[src/hdl/assert_macros.svh]
// Assertion macros used by the top-level RTL file, which carries the concurrent checks.
`ifndef ASSERT_MACROS_SVH
`define ASSERT_MACROS_SVH
`ifndef SYNTHESIS
// Implication checked at every rising edge of clk outside reset.
`define MGPA_ASSERT(label, prop) \
    label: assert property (@(posedge clk) disable iff (!rst_n) (prop)) \
        else $error("mgpa assertion failed");
// Condition that must never hold at a rising edge of clk outside reset.
`define MGPA_NEVER(label, cond) \
    label: assert property (@(posedge clk) disable iff (!rst_n) !(cond)) \
        else $error("mgpa forbidden condition seen");
`else
`define MGPA_ASSERT(label, prop)
`define MGPA_NEVER(label, cond)
`endif
`endif

[src/hdl/mgpa_pkg.sv]
// Package with the types and constants of the motion gated pixel accumulator.
package mgpa_pkg;

    localparam int IMG_WIDTH  = 640;
    localparam int IMG_HEIGHT = 480;
    localparam int FRAME_SIZE = IMG_WIDTH * IMG_HEIGHT;
    localparam int ADDR_W     = $clog2(FRAME_SIZE);

    localparam int IDX_W      = 19;
    localparam int PIX_W      = 8;
    localparam int GAIN_W     = 9;
    localparam int FRAC_W     = 8;
    localparam int TOT_W      = PIX_W + GAIN_W + 3;

    localparam int CFG_IDX_W  = 2;
    localparam int CFG_DATA_W = 9;

    localparam int QUEUE_DEPTH = 4;
    localparam int QPTR_W      = $clog2(QUEUE_DEPTH);
    localparam int QCNT_W      = QPTR_W + 1;

    localparam logic [CFG_IDX_W-1:0] CFG_MOVE_THR    = 2'd0;
    localparam logic [CFG_IDX_W-1:0] CFG_FLICKER_THR = 2'd1;
    localparam logic [CFG_IDX_W-1:0] CFG_RISE_GAIN   = 2'd2;
    localparam logic [CFG_IDX_W-1:0] CFG_FALL_GAIN   = 2'd3;

    localparam logic [GAIN_W-1:0] RISE_GAIN_RESET = 9'd128;
    localparam logic [GAIN_W-1:0] FALL_GAIN_RESET = 9'd20;

    localparam logic [0:0] KIND_LOAD    = 1'b0;
    localparam logic [0:0] KIND_PROCESS = 1'b1;

    localparam logic signed [TOT_W-1:0] TOTAL_MAX = TOT_W'(255 * 256);
    localparam logic [PIX_W-1:0] PIX_MAX = 8'd255;

    typedef enum logic [1:0] {
        OP_LOAD,
        OP_HOLD,
        OP_APPROACH
    } op_t;

    typedef struct packed {
        logic [0:0]       kind;
        logic [IDX_W-1:0] pixel_index;
        logic [PIX_W-1:0] source_pixel;
        logic [PIX_W-1:0] background_pixel;
    } in_item_t;

    typedef struct packed {
        logic [IDX_W-1:0] out_index;
        logic [PIX_W-1:0] out_pixel;
        logic             was_updated;
    } out_item_t;

    typedef struct packed {
        op_t              op;
        logic             in_range;
        logic [IDX_W-1:0] idx;
        logic [PIX_W-1:0] src;
        logic [PIX_W-1:0] bg;
    } task_t;

    typedef struct packed {
        logic [PIX_W-1:0]  move_thr;
        logic [PIX_W-1:0]  flicker_thr;
        logic [GAIN_W-1:0] rise_gain;
        logic [GAIN_W-1:0] fall_gain;
    } cfg_t;

    typedef struct packed {
        logic [QCNT_W-1:0] count;
        logic              full;
        logic              empty;
    } q_stat_t;

endpackage

[src/hdl/mgpa_if.sv]
// Valid/ready channel interfaces for the input items and the result items.
interface mgpa_in_if;
    import mgpa_pkg::*;
    logic     valid;
    logic     ready;
    in_item_t data;
    modport source (output valid, output data, input ready);
    modport sink (input valid, input data, output ready);
endinterface


[src/hdl/mgpa_front.sv]
// Front end: takes input transactions and classifies them into queue tasks.
module mgpa_front (
    mgpa_in_if.sink              pix_in,
    input  mgpa_pkg::cfg_t       cfg,
    input  mgpa_pkg::q_stat_t    q_stat,
    output logic                 push,
    output mgpa_pkg::task_t      push_task
);
    import mgpa_pkg::*;

    logic [PIX_W-1:0] diff;
    logic             gate;

    assign pix_in.ready = !q_stat.full;
    assign push         = pix_in.valid && !q_stat.full;

    always_comb
    begin
        if (pix_in.data.source_pixel > pix_in.data.background_pixel)
        begin
            diff = pix_in.data.source_pixel - pix_in.data.background_pixel;
        end
        else
        begin
            diff = pix_in.data.background_pixel - pix_in.data.source_pixel;
        end
        gate = (diff > cfg.move_thr) && (pix_in.data.source_pixel > cfg.flicker_thr);
    end

    always_comb
    begin
        push_task.idx      = pix_in.data.pixel_index;
        push_task.src      = pix_in.data.source_pixel;
        push_task.bg       = pix_in.data.background_pixel;
        push_task.in_range = ({1'b0, pix_in.data.pixel_index} < (IDX_W + 1)'(FRAME_SIZE));
        if (pix_in.data.kind == KIND_LOAD)
        begin
            push_task.op = OP_LOAD;
        end
        else if (gate)
        begin
            push_task.op = OP_APPROACH;
        end
        else
        begin
            push_task.op = OP_HOLD;
        end
    end

endmodule

[src/flat_wrapper.sv]
// flat-port wrapper written by rule: the top's interface ports become plain ports
module mgpa_front_flat import mgpa_pkg::*;
  (cfg, q_stat, push, push_task, pix_in_valid, pix_in_data, pix_in_ready);
  mgpa_in_if pix_in_i ();
  input  mgpa_pkg::cfg_t cfg;
  input  mgpa_pkg::q_stat_t q_stat;
  output logic push;
  output mgpa_pkg::task_t push_task;
  input wire logic [$bits(pix_in_i.valid)-1:0] pix_in_valid;
  input wire logic [$bits(pix_in_i.data)-1:0] pix_in_data;
  output wire logic [$bits(pix_in_i.ready)-1:0] pix_in_ready;
  assign pix_in_i.valid = pix_in_valid;
  assign pix_in_i.data = pix_in_data;
  assign pix_in_ready = pix_in_i.ready;
  mgpa_front u_core (.pix_in(pix_in_i), .cfg(cfg), .q_stat(q_stat), .push(push), .push_task(push_task));
endmodule
[config.mk]
export PLATFORM = sky130hd
export DESIGN_NAME = mgpa_front_flat
export DESIGN_NICKNAME = d
export VERILOG_FILES = /design/src/hdl/assert_macros.svh /design/src/hdl/mgpa_pkg.sv /design/src/hdl/mgpa_if.sv /design/src/hdl/mgpa_front.sv /design/src/flat_wrapper.sv
export SDC_FILE = /design/constraint.sdc
export NUM_CORES = 1
export LEC_CHECK = 0
export ABC_CLOCK_PERIOD_IN_PS = 3500
export CAP_MARGIN = 20
export CORE_MARGIN = 5
export CORE_UTILIZATION = 50
export DETAILED_ROUTE_END_ITERATION = 8
export DONT_BUFFER_PORTS = 1
export PLACE_DENSITY = 0.68
export SYNTH_ARGS = -nofsm -noshare
export SYNTH_HDL_FRONTEND = slang
export SYNTH_SLANG_ARGS = --single-unit
export TNS_END_PERCENT = 5
[constraint.sdc]
create_clock -name vclk -period 3.5
set_input_delay 0.35 -clock vclk [all_inputs]
set_output_delay 0.35 -clock vclk [all_outputs]
set_load 0.1 [all_outputs]
==> reports/metrics.yaml <==
endpoint: "push_task[36]"
netlist_top_cells_count: "buf_4, inv_1, ha_1"
critPathLaunch: "pix_in_data[2]"
netlist_top_cells_area: "ha_1, buf_4, inv_1"
hold_viol: 0
tns_ps: 0
syn-mean-instance-area_sq_um: 7.493
crit_fanout: 6
die_w_um: 62.08
syn_nets: 290
cp_num_buf_inv: 2
worst_path_most_repeated_cell: "a21o_1"
die_area_sq_um: 3854
grt_usage: 0.1494
fin_crit_ps: 3422
startpoint_type: "input port"
status: "complete, no violations"
yosysMostFrequentCell: "buf_4"
route.detailed.drc: 0
place_inst: 180
drive_gt1_frac: 0.2338
synth_top_area_cell: "ha_1"
critPathTopFamily: "compound AO/OA/AOI/OAI gates"
drt-total-wl_um: 2958
fin_crit_sh: 0.9778
ios: 116
antenna_left: 0
peakVddDrop_uv: 161.1
vias_per_cell: 5.804
hold_slack_ps: 700.0
grt.overflow.total: 0
first_global_vias: 1081
tightestPinTransition_ps: 1064
wl_per_cell_um: 16.08
grtUsageMet3: 0.03099
synth_cell_type_count: 32
synth_top_area_share: 0.2860
cp.depth: 13
p_leak_nw: 0.6867
grt_use_met1: 0.1777
diodes: 0
cap_viol_max_count: 0
grt_max_degree: 10
slowest_delay_ps: 370
drt_iter0_drc: 17
final_nets: 265
crit_type: "in2out"
path_cells: "inv_1 -> ha_2 -> nand2_1 -> o21ai_0 -> a31oi_1 -> mux2i_1 -> xor2_1 -> ha_1 -> a21o_1 -> a21o_1 -> a211oi_4 -> o31a_2 -> buf_12"
seq_cell_count: 0
powerDensity_nw_per_um2: 230.5
syn_inst: 181
syn_area_sq_um: 1356
clockBufferCount: 0
yosysSeqAreaShare: 0
critPathCaptureType: "output pin"
top_usage_layer: "met2"
critPathRequiredTime_ps: 3150
antenna_found_initial: 0
yosysWarnings: 0
regArea_sq_um: 0
finalSetupViolations: 0
initial_utilization: 0.5329
io_buffers: 0
cp_slowest_cell: "ha_2"
grt_pass1_wl_um: 4512
final_max_slew_viol_count: 0
fp.dieH_um: 62.08
stdcell_count: 184
dr_total_vias: 1068
hold_class: "in2out"
grtUsageMet2: 0.2663
relSlewSlack: 0.2871
crit_arrival_ps: 3070
gp_congestion: 0.8809
rows: 18
hpwl_um: 2525
fmax_ghz: 0.2922
syn_to_final_growth_pct: 0.3693
dr.pass1.iters: 4
fp.coreArea_sq_um: 2545
-- report_power, final --
group | internal, mW | leakage [nW] | total, mW | switching, mW
logic | 0.141 | 0.687 | 0.314 | 0.173
registers | 0 | 0 | 0 | 0
clock network | 0 | 0 | 0 | 0
-- metal layers --
layer / vias up / wire length, um
met1: 479 / 1137
met2: 54 / 1456
li1: 527 / -
met3: 8 / 347
met5: - / 0
met4: 0 / 17
-- placed cells by master (no fill, tap or decap), types with 4 or more instances in the layout --
master / n
nand4_1: 6
buf_4: 10
nand2_1: 4
ha_1: 27
inv_1: 30
o21ai_0: 6
a21o_1: 5
a21oi_1: 10
mux2i_1: 5
-- kinds of logic after synthesis --
logic type,share of synthesized area
buffers and inverters,0.3146
AOI/OAI and AO/OA,0.1956
adders and majority gates,0.3155
and+or+nand+nor,0.08303
muxes,0.05258
xor gates and xnor gates,0.03875
-- what timing repair did --
item	in CTS	in global routing
setup buffers	1	3
hold buffers	0	0
pin swaps	1	14
gates resized for setup	3	7
endpoints found under the setup margin	2	2
-- layout make-up --
class              count  area (sq um)
inverters             33         136.4
multi-input cells    108          1061
repair buffers        13         126.4
well taps             30         37.54
fillers              244          1184
-- metrics by stage --
stage	power, mW	instance area (sq um)	util	setup WS (ps)
floorplan	0.4096	1449	-	-311.8
global placement	0.2716	1290	0.5069	26.34
detailed placement	0.2808	1290	0.5069	-72.42
CTS	0.2955	1310	0.5147	16.95
global route	0.3434	1361	0.5349	-40.50
finish	0.3138	1361	0.5349	77.65
-- worst min-delay path by stage --
stage / from / to / slack [ps] / depth (start not counted)
CTS: pix_in_data[18] / push_task[18] / 700 / 0
global route: pix_in_data[7] / push_task[7] / 700 / 0
floorplan: pix_in_data[35] / push_task[37] / 910 / 2
detailed placement: pix_in_data[18] / push_task[18] / 700 / 0
global placement: pix_in_data[18] / push_task[18] / 700 / 0
finish: pix_in_data[20] / push_task[20] / 700 / 0
Note: power is estimated with default switching activity, not from simulation.
