$ cat config.mk
export PLATFORM = sky130hd
export DESIGN_NAME = mgpa_queue
export DESIGN_NICKNAME = d
export VERILOG_FILES = /design/src/hdl/assert_macros.svh /design/src/hdl/mgpa_pkg.sv /design/src/hdl/mgpa_queue.sv
export SDC_FILE = /design/constraint.sdc
export NUM_CORES = 1
export LEC_CHECK = 0
export BUFFER_PORTS_ARGS = -buffer_cell sky130_fd_sc_hd__buf_2
export CORE_MARGIN = 5
export CORE_UTILIZATION = 25
export CTS_BUF_LIST = sky130_fd_sc_hd__clkbuf_8
export CTS_CLUSTER_SIZE = 12
export DETAILED_ROUTE_END_ITERATION = 7
export PLACE_DENSITY = 0.48
export SYNTH_ARGS = -nofsm -noshare
export SYNTH_HDL_FRONTEND = slang
export SYNTH_SLANG_ARGS = --single-unit
$ cat constraint.sdc
create_clock -name clk -period 5.42 [get_ports clk]
set_clock_uncertainty 0.05 [all_clocks]
set_input_delay 1.084 -clock clk [delete_from_list [all_inputs] [get_ports clk]]
set_output_delay 1.084 -clock clk [all_outputs]
set_load 0.1 [all_outputs]
$ cat src/hdl/assert_macros.svh
// Assertion macros used by the top-level RTL file, which carries the concurrent checks.
`ifndef ASSERT_MACROS_SVH
`define ASSERT_MACROS_SVH
`ifndef SYNTHESIS
// Implication checked at every rising edge of clk outside reset.
`define MGPA_ASSERT(label, prop) \
    label: assert property (@(posedge clk) disable iff (!rst_n) (prop)) \
        else $error("mgpa assertion failed");
// Condition that must never hold at a rising edge of clk outside reset.
`define MGPA_NEVER(label, cond) \
    label: assert property (@(posedge clk) disable iff (!rst_n) !(cond)) \
        else $error("mgpa forbidden condition seen");
`else
`define MGPA_ASSERT(label, prop)
`define MGPA_NEVER(label, cond)
`endif
`endif

$ cat src/hdl/mgpa_pkg.sv
// Package with the types and constants of the motion gated pixel accumulator.
package mgpa_pkg;

    localparam int IMG_WIDTH  = 640;
    localparam int IMG_HEIGHT = 480;
    localparam int FRAME_SIZE = IMG_WIDTH * IMG_HEIGHT;
    localparam int ADDR_W     = $clog2(FRAME_SIZE);

    localparam int IDX_W      = 19;
    localparam int PIX_W      = 8;
    localparam int GAIN_W     = 9;
    localparam int FRAC_W     = 8;
    localparam int TOT_W      = PIX_W + GAIN_W + 3;

    localparam int CFG_IDX_W  = 2;
    localparam int CFG_DATA_W = 9;

    localparam int QUEUE_DEPTH = 4;
    localparam int QPTR_W      = $clog2(QUEUE_DEPTH);
    localparam int QCNT_W      = QPTR_W + 1;

    localparam logic [CFG_IDX_W-1:0] CFG_MOVE_THR    = 2'd0;
    localparam logic [CFG_IDX_W-1:0] CFG_FLICKER_THR = 2'd1;
    localparam logic [CFG_IDX_W-1:0] CFG_RISE_GAIN   = 2'd2;
    localparam logic [CFG_IDX_W-1:0] CFG_FALL_GAIN   = 2'd3;

    localparam logic [GAIN_W-1:0] RISE_GAIN_RESET = 9'd128;
    localparam logic [GAIN_W-1:0] FALL_GAIN_RESET = 9'd20;

    localparam logic [0:0] KIND_LOAD    = 1'b0;
    localparam logic [0:0] KIND_PROCESS = 1'b1;

    localparam logic signed [TOT_W-1:0] TOTAL_MAX = TOT_W'(255 * 256);
    localparam logic [PIX_W-1:0] PIX_MAX = 8'd255;

    typedef enum logic [1:0] {
        OP_LOAD,
        OP_HOLD,
        OP_APPROACH
    } op_t;

    typedef struct packed {
        logic [0:0]       kind;
        logic [IDX_W-1:0] pixel_index;
        logic [PIX_W-1:0] source_pixel;
        logic [PIX_W-1:0] background_pixel;
    } in_item_t;

    typedef struct packed {
        logic [IDX_W-1:0] out_index;
        logic [PIX_W-1:0] out_pixel;
        logic             was_updated;
    } out_item_t;

    typedef struct packed {
        op_t              op;
        logic             in_range;
        logic [IDX_W-1:0] idx;
        logic [PIX_W-1:0] src;
        logic [PIX_W-1:0] bg;
    } task_t;

    typedef struct packed {
        logic [PIX_W-1:0]  move_thr;
        logic [PIX_W-1:0]  flicker_thr;
        logic [GAIN_W-1:0] rise_gain;
        logic [GAIN_W-1:0] fall_gain;
    } cfg_t;

    typedef struct packed {
        logic [QCNT_W-1:0] count;
        logic              full;
        logic              empty;
    } q_stat_t;

endpackage

$ cat src/hdl/mgpa_queue.sv
// Short task queue between the front end and the back end.
module mgpa_queue (
    input  logic                 clk,
    input  logic                 rst_n,
    input  logic                 push,
    input  mgpa_pkg::task_t      push_task,
    input  logic                 pop,
    output mgpa_pkg::task_t      head,
    output mgpa_pkg::q_stat_t    q_stat
);
    import mgpa_pkg::*;

    task_t             entry_reg [QUEUE_DEPTH];
    logic [QPTR_W-1:0] wr_ptr_reg;
    logic [QPTR_W-1:0] wr_ptr_next;
    logic [QPTR_W-1:0] rd_ptr_reg;
    logic [QPTR_W-1:0] rd_ptr_next;
    logic [QCNT_W-1:0] count_reg;
    logic [QCNT_W-1:0] count_next;

    assign head         = entry_reg[rd_ptr_reg];
    assign q_stat.count = count_reg;
    assign q_stat.full  = (count_reg == QCNT_W'(QUEUE_DEPTH));
    assign q_stat.empty = (count_reg == '0);

    always_comb
    begin
        wr_ptr_next = push ? wr_ptr_reg + 1'b1 : wr_ptr_reg;
        rd_ptr_next = pop ? rd_ptr_reg + 1'b1 : rd_ptr_reg;
        count_next  = count_reg + QCNT_W'(push) - QCNT_W'(pop);
    end

    always_ff @(posedge clk or negedge rst_n)
    begin
        if (!rst_n)
        begin
            wr_ptr_reg <= '0;
            rd_ptr_reg <= '0;
            count_reg  <= '0;
        end
        else
        begin
            wr_ptr_reg <= wr_ptr_next;
            rd_ptr_reg <= rd_ptr_next;
            count_reg  <= count_next;
        end
    end

    always_ff @(posedge clk)
    begin
        if (push)
        begin
            entry_reg[wr_ptr_reg] <= push_task;
        end
    end

endmodule

==> results of run 1 <==
worst register-to-register path, delay by kind of cell (launching register included):
kind	cells	cell delay, ps
flip-flops	1	410
adder cells (fa/ha/maj)	1	140
AND/OR/NAND/NOR	1	470
buffers and inverters	2	580
worst max path at each step:
stage / cells past startpoint / endpoint / slack, ps / startpoint
3_3_place_gp: 2 / head[9] / 2230 / rd_ptr_reg[1]
6_report: 2 / head[28] / 1860 / rd_ptr_reg[1]
4_1_cts: 2 / head[28] / 1720 / rd_ptr_reg[1]
5_1_grt: 2 / head[28] / 1660 / rd_ptr_reg[1]
3_5_place_dp: 2 / head[28] / 2230 / rd_ptr_reg[1]
2_1_floorplan: 1 / q_stat[0] / 1310 / count_reg[1]
cell families after synthesis:
kind of cell	Yosys count	share of synthesized area [%]
AO/OA/AOI/OAI	1	0.0845
flip-flops	159	80.1
buffers and inverters	15	2.30
XOR/XNOR	5	0.740
adder cells (fa/ha/maj)	7	1.61
AND/OR/NAND/NOR	8	0.740
multiplexers	38	14.5
layer usage:
metal | share of wire, % | vias to the layer above | track usage [%]
met2 | 48 | 55 | 14.1
li1 | - | 1163 | -
met5 | 0.11 | - | 0
met4 | 1.2 | 2 | 2.74
met1 | 46 | 1435 | 11.6
met3 | 4.4 | 11 | 3.21
area by class of cell:
type	instances	area share, %
well taps	319	5.69
flip-flops and latches	159	67.6
clock buffers	19	3.73
repair buffers	88	6.42
multi-input cells	59	14.9
clock inverters	13	1.25
inverters	6	0.321
cell usage in the layout (no fill, tap or decap):
master	count
edfxtp_1	152
buf_2	84
mux4_2	38
clkbuf_8	19
inv_1	13
ha_1	6
dfrtp_1	5
and2_2	4
buf_4	4
xor2_1	3
clkinv_2	3
xnor2_1	2
nand2_1	2
nor3_1	1
and3_1	1
o21ai_0	1
fa_1	1
clkinv_4	1
bufinv_16	1
clkinvlp_4	1
dfrtp_4	1
dfrtp_2	1
metrics by stage:
stage / util (%) / cell area (um2) / std cells / hold WS [ps] / worst slack [ps]
after floorplan: - / 5920 / 233 / 441 / 1310
after global placement: 28.5 / 6670 / 631 / 463 / 2230
after detailed placement: 28.5 / 6670 / 631 / 468 / 2230
after CTS: 30.0 / 7010 / 663 / 377 / 1720
after global routing: 30.0 / 7010 / 663 / 386 / 1660
final: 30.0 / 7010 / 663 / 424 / 1860
==> key figures, run 1 <==
Worst setup path
  • Buffers & Inverters on Critical Path: 1
  • WS Path Type: register to primary output
  • CP Capture Type: primary output
  • CP Data Arrival Time: 2430 ps
  • RR Startpoint: wr_ptr_reg[1]
  • Slowest stage cell on the critical path: dfrtp_2
  • Worst Reg2Reg Path Length in Cells: 4
  • Critical path, cell by cell: mux4_2 -> buf_2
  • Internal reg-to-reg setup slack: 3400 ps
  • Critical path launch point type: register
  • Crit Reg-Reg Endpoint: entry_reg[1][33]
  • CP delay by family, top: flip-flops
  • CP required: 4290 ps
  • Max incr delay on CP: 1130 ps
  • Worst-path fanout max: 39

GRT
  • Largest net degree at the start of global routing: 41
  • Number of global-route vias before repair: 2886
  • First-pass GRT wire length: 17300 um
  • Antenna violations before repair: 1
  • Grt total ovfl: 0
  • GRT Total Usage: 8.93%

Placement
  • HPWL after DPL: 6580 um
  • # port buffers: 84
  • GP Congestion: 0.643

STA
  • RSZ-0062 raised after global routing: false
  • Max Clk Rate: 281 MHz
  • Final period util: 65.7%
  • Setup TNS: 0 ps
  • Max Transition Viols Final: 0
  • # setup viols final: 0
  • Hold Fails Final Rpt: 0
  • Crit path time final: 3560 ps
  • Slew @ Worst Pin: 1140 ps
  • Rel. slew slack: 23.9%

Synthesis
  • Yosys reg bits: 159
  • Yosys cell types: 17
  • Mean post-synth cell area: 25.4 um2
  • Cells after synthesis: 233
  • Ys flop type: edfxtp_1
  • Post-synth top cells: 152 x edfxtp_1, 38 x mux4_2, 7 x dfrtp_1, 6 x ha_1, 6 x inv_1
  • Syn nets: 282
  • Post-synth EDFFs: 152
  • Register area share after synthesis: 80.1%
  • Synth top area share: 77.1%
  • Top post-synthesis cells by area: edfxtp_1 77%, mux4_2 14%, dfrtp_1 3.0%
  • Yosys warns: 0
  • Ys async rst share: 4.40%
  • Most area-hungry cell type in the Yosys netlist: edfxtp_1
  • Mapped cell area: 0.00592 mm2
  • Most frequent cell after synthesis: edfxtp_1

Floorplanning
  • Die Span Y: 164 um
  • Row count: 56
  • Starting density of the core: 25.3%
  • Die area: 0.0269 mm2
  • Area of the core: 0.0234 mm2
  • Width of the die: 164 um
  • Top Ports: 85

Clocking
  • CTS tree: done
  • Root buffer cell: clkbuf_8
  • Clk buf depth: 2
  • Cts bufs inserted: 17
  • Clk Latency, worst-skew pair: 430 ps
  • Htree depth: 4
  • Post-cts hold buffer count: 0
  • Clk slew on worst S/H paths: 80 ps
  • Setup bufs post-CTS: 0
  • Post-CTS sizing: 0
  • Clock Sinks: 159

Layout
  • FF/Latch Area: 0.00474 mm2
  • # diodes: 0
  • Max reg flops: 152
  • # fillers: 2324
  • Area Overhead vs Synth: 18.5%
  • Nets: 380
  • Layout cells sized above 1: 45.6%
  • Area of the multi-input gates: 0.00105 mm2

Route
  • Via count: 2666
  • Via density: 4.02
  • DRT Pass-1 Iters: 4
  • Antenna-violating nets left: 0
  • Drc violations: 0
  • Routed WL: 11600 um
  • DRT iter0 DRCs: 124
  • Wire per inst: 17.5 um

Hold path
  • Hold Path Class: primary input to async pin

Run status
  • Status: finished clean

Run
  • Max Cap Viol: 0
Power of run 1 is not shown: default switching activity piles up to over one toggle a cycle in this logic, so the estimate is an artifact.
==> run 2, diff against run 1 <==
--- a/config.mk
+++ b/config.mk
@@ -11,7 +11,7 @@
 export CTS_BUF_LIST = sky130_fd_sc_hd__clkbuf_8
 export CTS_CLUSTER_SIZE = 12
 export DETAILED_ROUTE_END_ITERATION = 7
-export PLACE_DENSITY = 0.48
+export PLACE_DENSITY = 0.5
 export SYNTH_ARGS = -nofsm -noshare
 export SYNTH_HDL_FRONTEND = slang
 export SYNTH_SLANG_ARGS = --single-unit
==> constraint.sdc (replaced) <==
create_clock -name clk -period 3.1 [get_ports clk]
set_clock_uncertainty 0.05 [all_clocks]
set_input_delay 0.62 -clock clk [delete_from_list [all_inputs] [get_ports clk]]
set_output_delay 0.62 -clock clk [all_outputs]
set_load 0.1 [all_outputs]
==> key figures, run 2 (synthesis results as in run 1) <==
Layout
  • Area Overhead vs Synth: 20.6%
  • Most frequent cells in the layout: 152 x edfxtp_1, 84 x buf_2, 38 x mux4_2, 17 x clkbuf_8, 9 x buf_4
  • Post-route core utilization: 30.5%
  • Most common cell after layout, fill and taps aside: edfxtp_1
  • Nets: 388
  • Max reg flops: 152
  • Final non-filler cell total: 671
  • # diodes: 0
  • Layout cells sized above 1: 48.6%

STA
  • Final period util: 93.8%
  • Slew @ Worst Pin: 593 ps
  • Max Clk Rate: 344 MHz
  • # setup viols final: 0
  • Rel. slew slack: 60.4%
  • RSZ-0062 raised after global routing: false
  • Hold Fails Final Rpt: 0
  • Max Transition Viols Final: 0
  • Crit path time final: 2910 ps
  • Setup TNS: 0 ps
  • Final setup margin: 192 ps

Worst setup path
  • WS Path Type: register to primary output
  • CP Capture Type: primary output
  • CP required: 2430 ps
  • CP Data Arrival Time: 2240 ps
  • Critical path launch point type: register
  • Worst-path fanout max: 20

GRT
  • Largest net degree at the start of global routing: 24
  • Grt total ovfl: 0
  • First-pass GRT wire length: 17700 um
  • Antenna violations before repair: 1
  • Number of global-route vias before repair: 3002
  • GRT Total Usage: 9.10%

Route
  • Drc violations: 0
  • Via density: 3.92
  • DRT iter0 DRCs: 138
  • Wire per inst: 17.2 um
  • DRT Pass-1 Iters: 4
  • Via count: 2628
  • Antenna-violating nets left: 0
  • Routed WL: 11500 um

Clocking
  • Htree depth: 4
  • Root buffer cell: clkbuf_8
  • Clk Latency, worst-skew pair: 440 ps
  • Clk buf depth: 2
  • Post-cts hold buffer count: 1
  • Post-CTS sizing: 0
  • Setup bufs post-CTS: 0
  • Clk slew on worst S/H paths: 90 ps
  • Clock Sinks: 159
  • CTS tree: done
  • Cts bufs inserted: 17

Floorplanning
  • Row count: 56
  • Die Span Y: 164 um
  • Starting density of the core: 25.3%
  • Width of the die: 164 um
  • Die area: 0.0269 mm2
  • Top Ports: 85
  • Area of the core: 0.0234 mm2

Run status
  • Status: finished clean

Placement
  • Pre-CTS setup slack: 582 ps
  • Dpl cells: 638
  • # port buffers: 84
  • GP Congestion: 0.636
  • HPWL after DPL: 7640 um

Hold path
  • Hold Path Class: primary input to register

Run
  • Max Cap Viol: 0
## run 2: path summary, 6_finish.rpt
kind                                    end     startpoint  depth (start not counted)  slack, ps
setup reg to reg            entry_reg[3][1]  wr_ptr_reg[0]                          3       1290
hold / removal             entry_reg[2][19]  push_task[19]                          1        340
max in group asynchronous     rd_ptr_reg[0]          rst_n                          2       2310
setup / recovery                   head[23]  rd_ptr_reg[0]                          3        190
hold reg to reg               wr_ptr_reg[0]  wr_ptr_reg[0]                          1        500
min in group asynchronous      count_reg[0]          rst_n                          2        480
## run 2: cell type report
type / count / area (um2)
clock buffer: 17 / 234
multi-input combinational: 59 / 1050
fill: 2303 / 16300
inverter: 6 / 22.5
sequential: 159 / 4740
clock inverter: 15 / 149
timing repair buffer: 96 / 538
tap: 319 / 399
## run 2: routing by layer
layer	wire length, um	global-route usage [%]
met5	7	0
met4	166	3.32
met3	709	3.61
met2	5750	14.8
met1	4910	11.0
## run 2: worst max-delay path, stage by stage (launching register included)
cell and delay, ps:
dfrtp_4 690, buf_12 250, mux4_2 540, buf_2 310
## run 2: through the flow
step	hold WS, ps	cell area [um2]
after floorplan	274	5920
final	340	7140
after global placement	414	6750
after CTS	296	7140
after global routing	290	7140
after detailed placement	418	6750
Power of run 2 is left out for the same reason.
==> run 3, diff against run 2 <==
--- a/config.mk
+++ b/config.mk
@@ -11,7 +11,7 @@
 export CTS_BUF_LIST = sky130_fd_sc_hd__clkbuf_8
 export CTS_CLUSTER_SIZE = 12
 export DETAILED_ROUTE_END_ITERATION = 7
-export PLACE_DENSITY = 0.5
+export PLACE_DENSITY = 0.39
 export SYNTH_ARGS = -nofsm -noshare
 export SYNTH_HDL_FRONTEND = slang
 export SYNTH_SLANG_ARGS = --single-unit
==> constraint.sdc (replaced) <==
create_clock -name clk -period 3.4 [get_ports clk]
set_clock_uncertainty 0.05 [all_clocks]
set_input_delay 0.68 -clock clk [delete_from_list [all_inputs] [get_ports clk]]
set_output_delay 0.68 -clock clk [all_outputs]
set_load 0.1 [all_outputs]
==> key figures, run 3 (synthesis results as in run 1) <==
Route
  • Via density: 3.99
  • Routed WL: 12100 um
  • DRT Pass-1 Iters: 4
  • DRT iter0 DRCs: 167
  • Antenna-violating nets left: 0
  • Drc violations: 0
  • Via count: 2664
  • Wire per inst: 18.0 um

Clocking
  • Cts bufs inserted: 17
  • Clock Sinks: 159
  • Root buffer cell: clkbuf_8
  • Clk buf depth: 2
  • Setup bufs post-CTS: 0
  • Post-cts hold buffer count: 1
  • Htree depth: 4
  • Post-CTS sizing: 0
  • Clk slew on worst S/H paths: 90 ps
  • Clk Latency, worst-skew pair: 440 ps
  • CTS tree: done

Floorplanning
  • Starting density of the core: 25.3%
  • Row count: 56
  • Die Span Y: 164 um
  • Area of the core: 0.0234 mm2
  • Width of the die: 164 um
  • Die area: 0.0269 mm2
  • Top Ports: 85

Worst setup path
  • CP required: 2670 ps
  • CP startpoint: rd_ptr_reg[0]
  • Worst Reg2Reg Path Length in Cells: 4
  • Critical path launch point type: register
  • RR Startpoint: wr_ptr_reg[0]
  • Critical Path End: head[3]
  • CP Capture Type: primary output
  • WS Path Type: register to primary output
  • Internal reg-to-reg setup slack: 1580 ps
  • Worst-path fanout max: 17
  • CP Data Arrival Time: 2260 ps
  • Crit Reg-Reg Endpoint: entry_reg[0][33]

Layout
  • Layout cells sized above 1: 47.1%
  • Max reg flops: 152
  • Most common cell after layout, fill and taps aside: edfxtp_1
  • Area Overhead vs Synth: 21.8%
  • Most frequent cells in the layout: 152 x edfxtp_1, 84 x buf_2, 38 x mux4_2, 17 x clkbuf_8, 8 x inv_1
  • Nets: 384

GRT
  • Largest net degree at the start of global routing: 28
  • GRT Total Usage: 9.41%
  • Number of global-route vias before repair: 3007
  • First-pass GRT wire length: 18100 um
  • Grt total ovfl: 0
  • Antenna violations before repair: 2

STA
  • RSZ-0062 raised after global routing: false
  • Final period util: 88.1%
  • Rel. slew slack: 63.4%
  • Max Transition Viols Final: 0
  • Crit path time final: 2990 ps
  • Max Clk Rate: 334 MHz
  • Slew @ Worst Pin: 550 ps
  • Setup TNS: 0 ps
  • # setup viols final: 0
  • Hold Fails Final Rpt: 0

Placement
  • # port buffers: 84
  • HPWL after DPL: 7560 um
  • GP Congestion: 0.706

Hold path
  • Hold Path Class: primary input to register

Run status
  • Status: finished clean

Run
  • Max Cap Viol: 0
run 3: final cells by class:
cell class,instances,area (um2)
diodes,1,2.50
repair buffers,92,558
well taps,319,399
flip-flops and latches,159,4740
clock buffers,17,234
fillers,2305,16200
clock inverters,15,193
multi-input cells,59,1050
inverters,6,22.5
run 3: layer usage:
layer | up-vias | GRT usage, % | wire [um]
met3 | 15 | 3.11 | 600
met2 | 68 | 15.2 | 5970
li1 | 1180 | - | -
met1 | 1397 | 11.7 | 5280
met5 | - | 0 | 27
met4 | 4 | 3.77 | 182
run 3: worst min-delay path by stage:
stage	cells past startpoint	from	endpoint	slack [ps]
6_report	1	push_task[36]	entry_reg[0][36]	400
5_1_grt	1	push_task[18]	entry_reg[1][18]	370
4_1_cts	1	push_task[18]	entry_reg[1][18]	360
2_1_floorplan	0	rst_n	count_reg[0]	330
3_3_place_gp	1	wr_ptr_reg[0]	wr_ptr_reg[0]	470
3_5_place_dp	1	wr_ptr_reg[0]	wr_ptr_reg[0]	480
run 3: through the flow:
stage	setup slack [ps]	utilization [%]	hold WS, ps	std cells	area [um2]
after detailed placement	806	28.9	476	634	6770
after CTS	294	30.8	355	667	7200
after global placement	792	28.9	465	634	6770
final	405	30.8	400	668	7210
after floorplan	545	-	334	233	5920
after global routing	254	30.8	370	667	7200
run 3: critical path: stages (launching register included):
cell     delay (ps)
dfrtp_4         680
buf_4           300
mux4_2          530
buf_2           310
Power of run 3 is left out for the same reason.
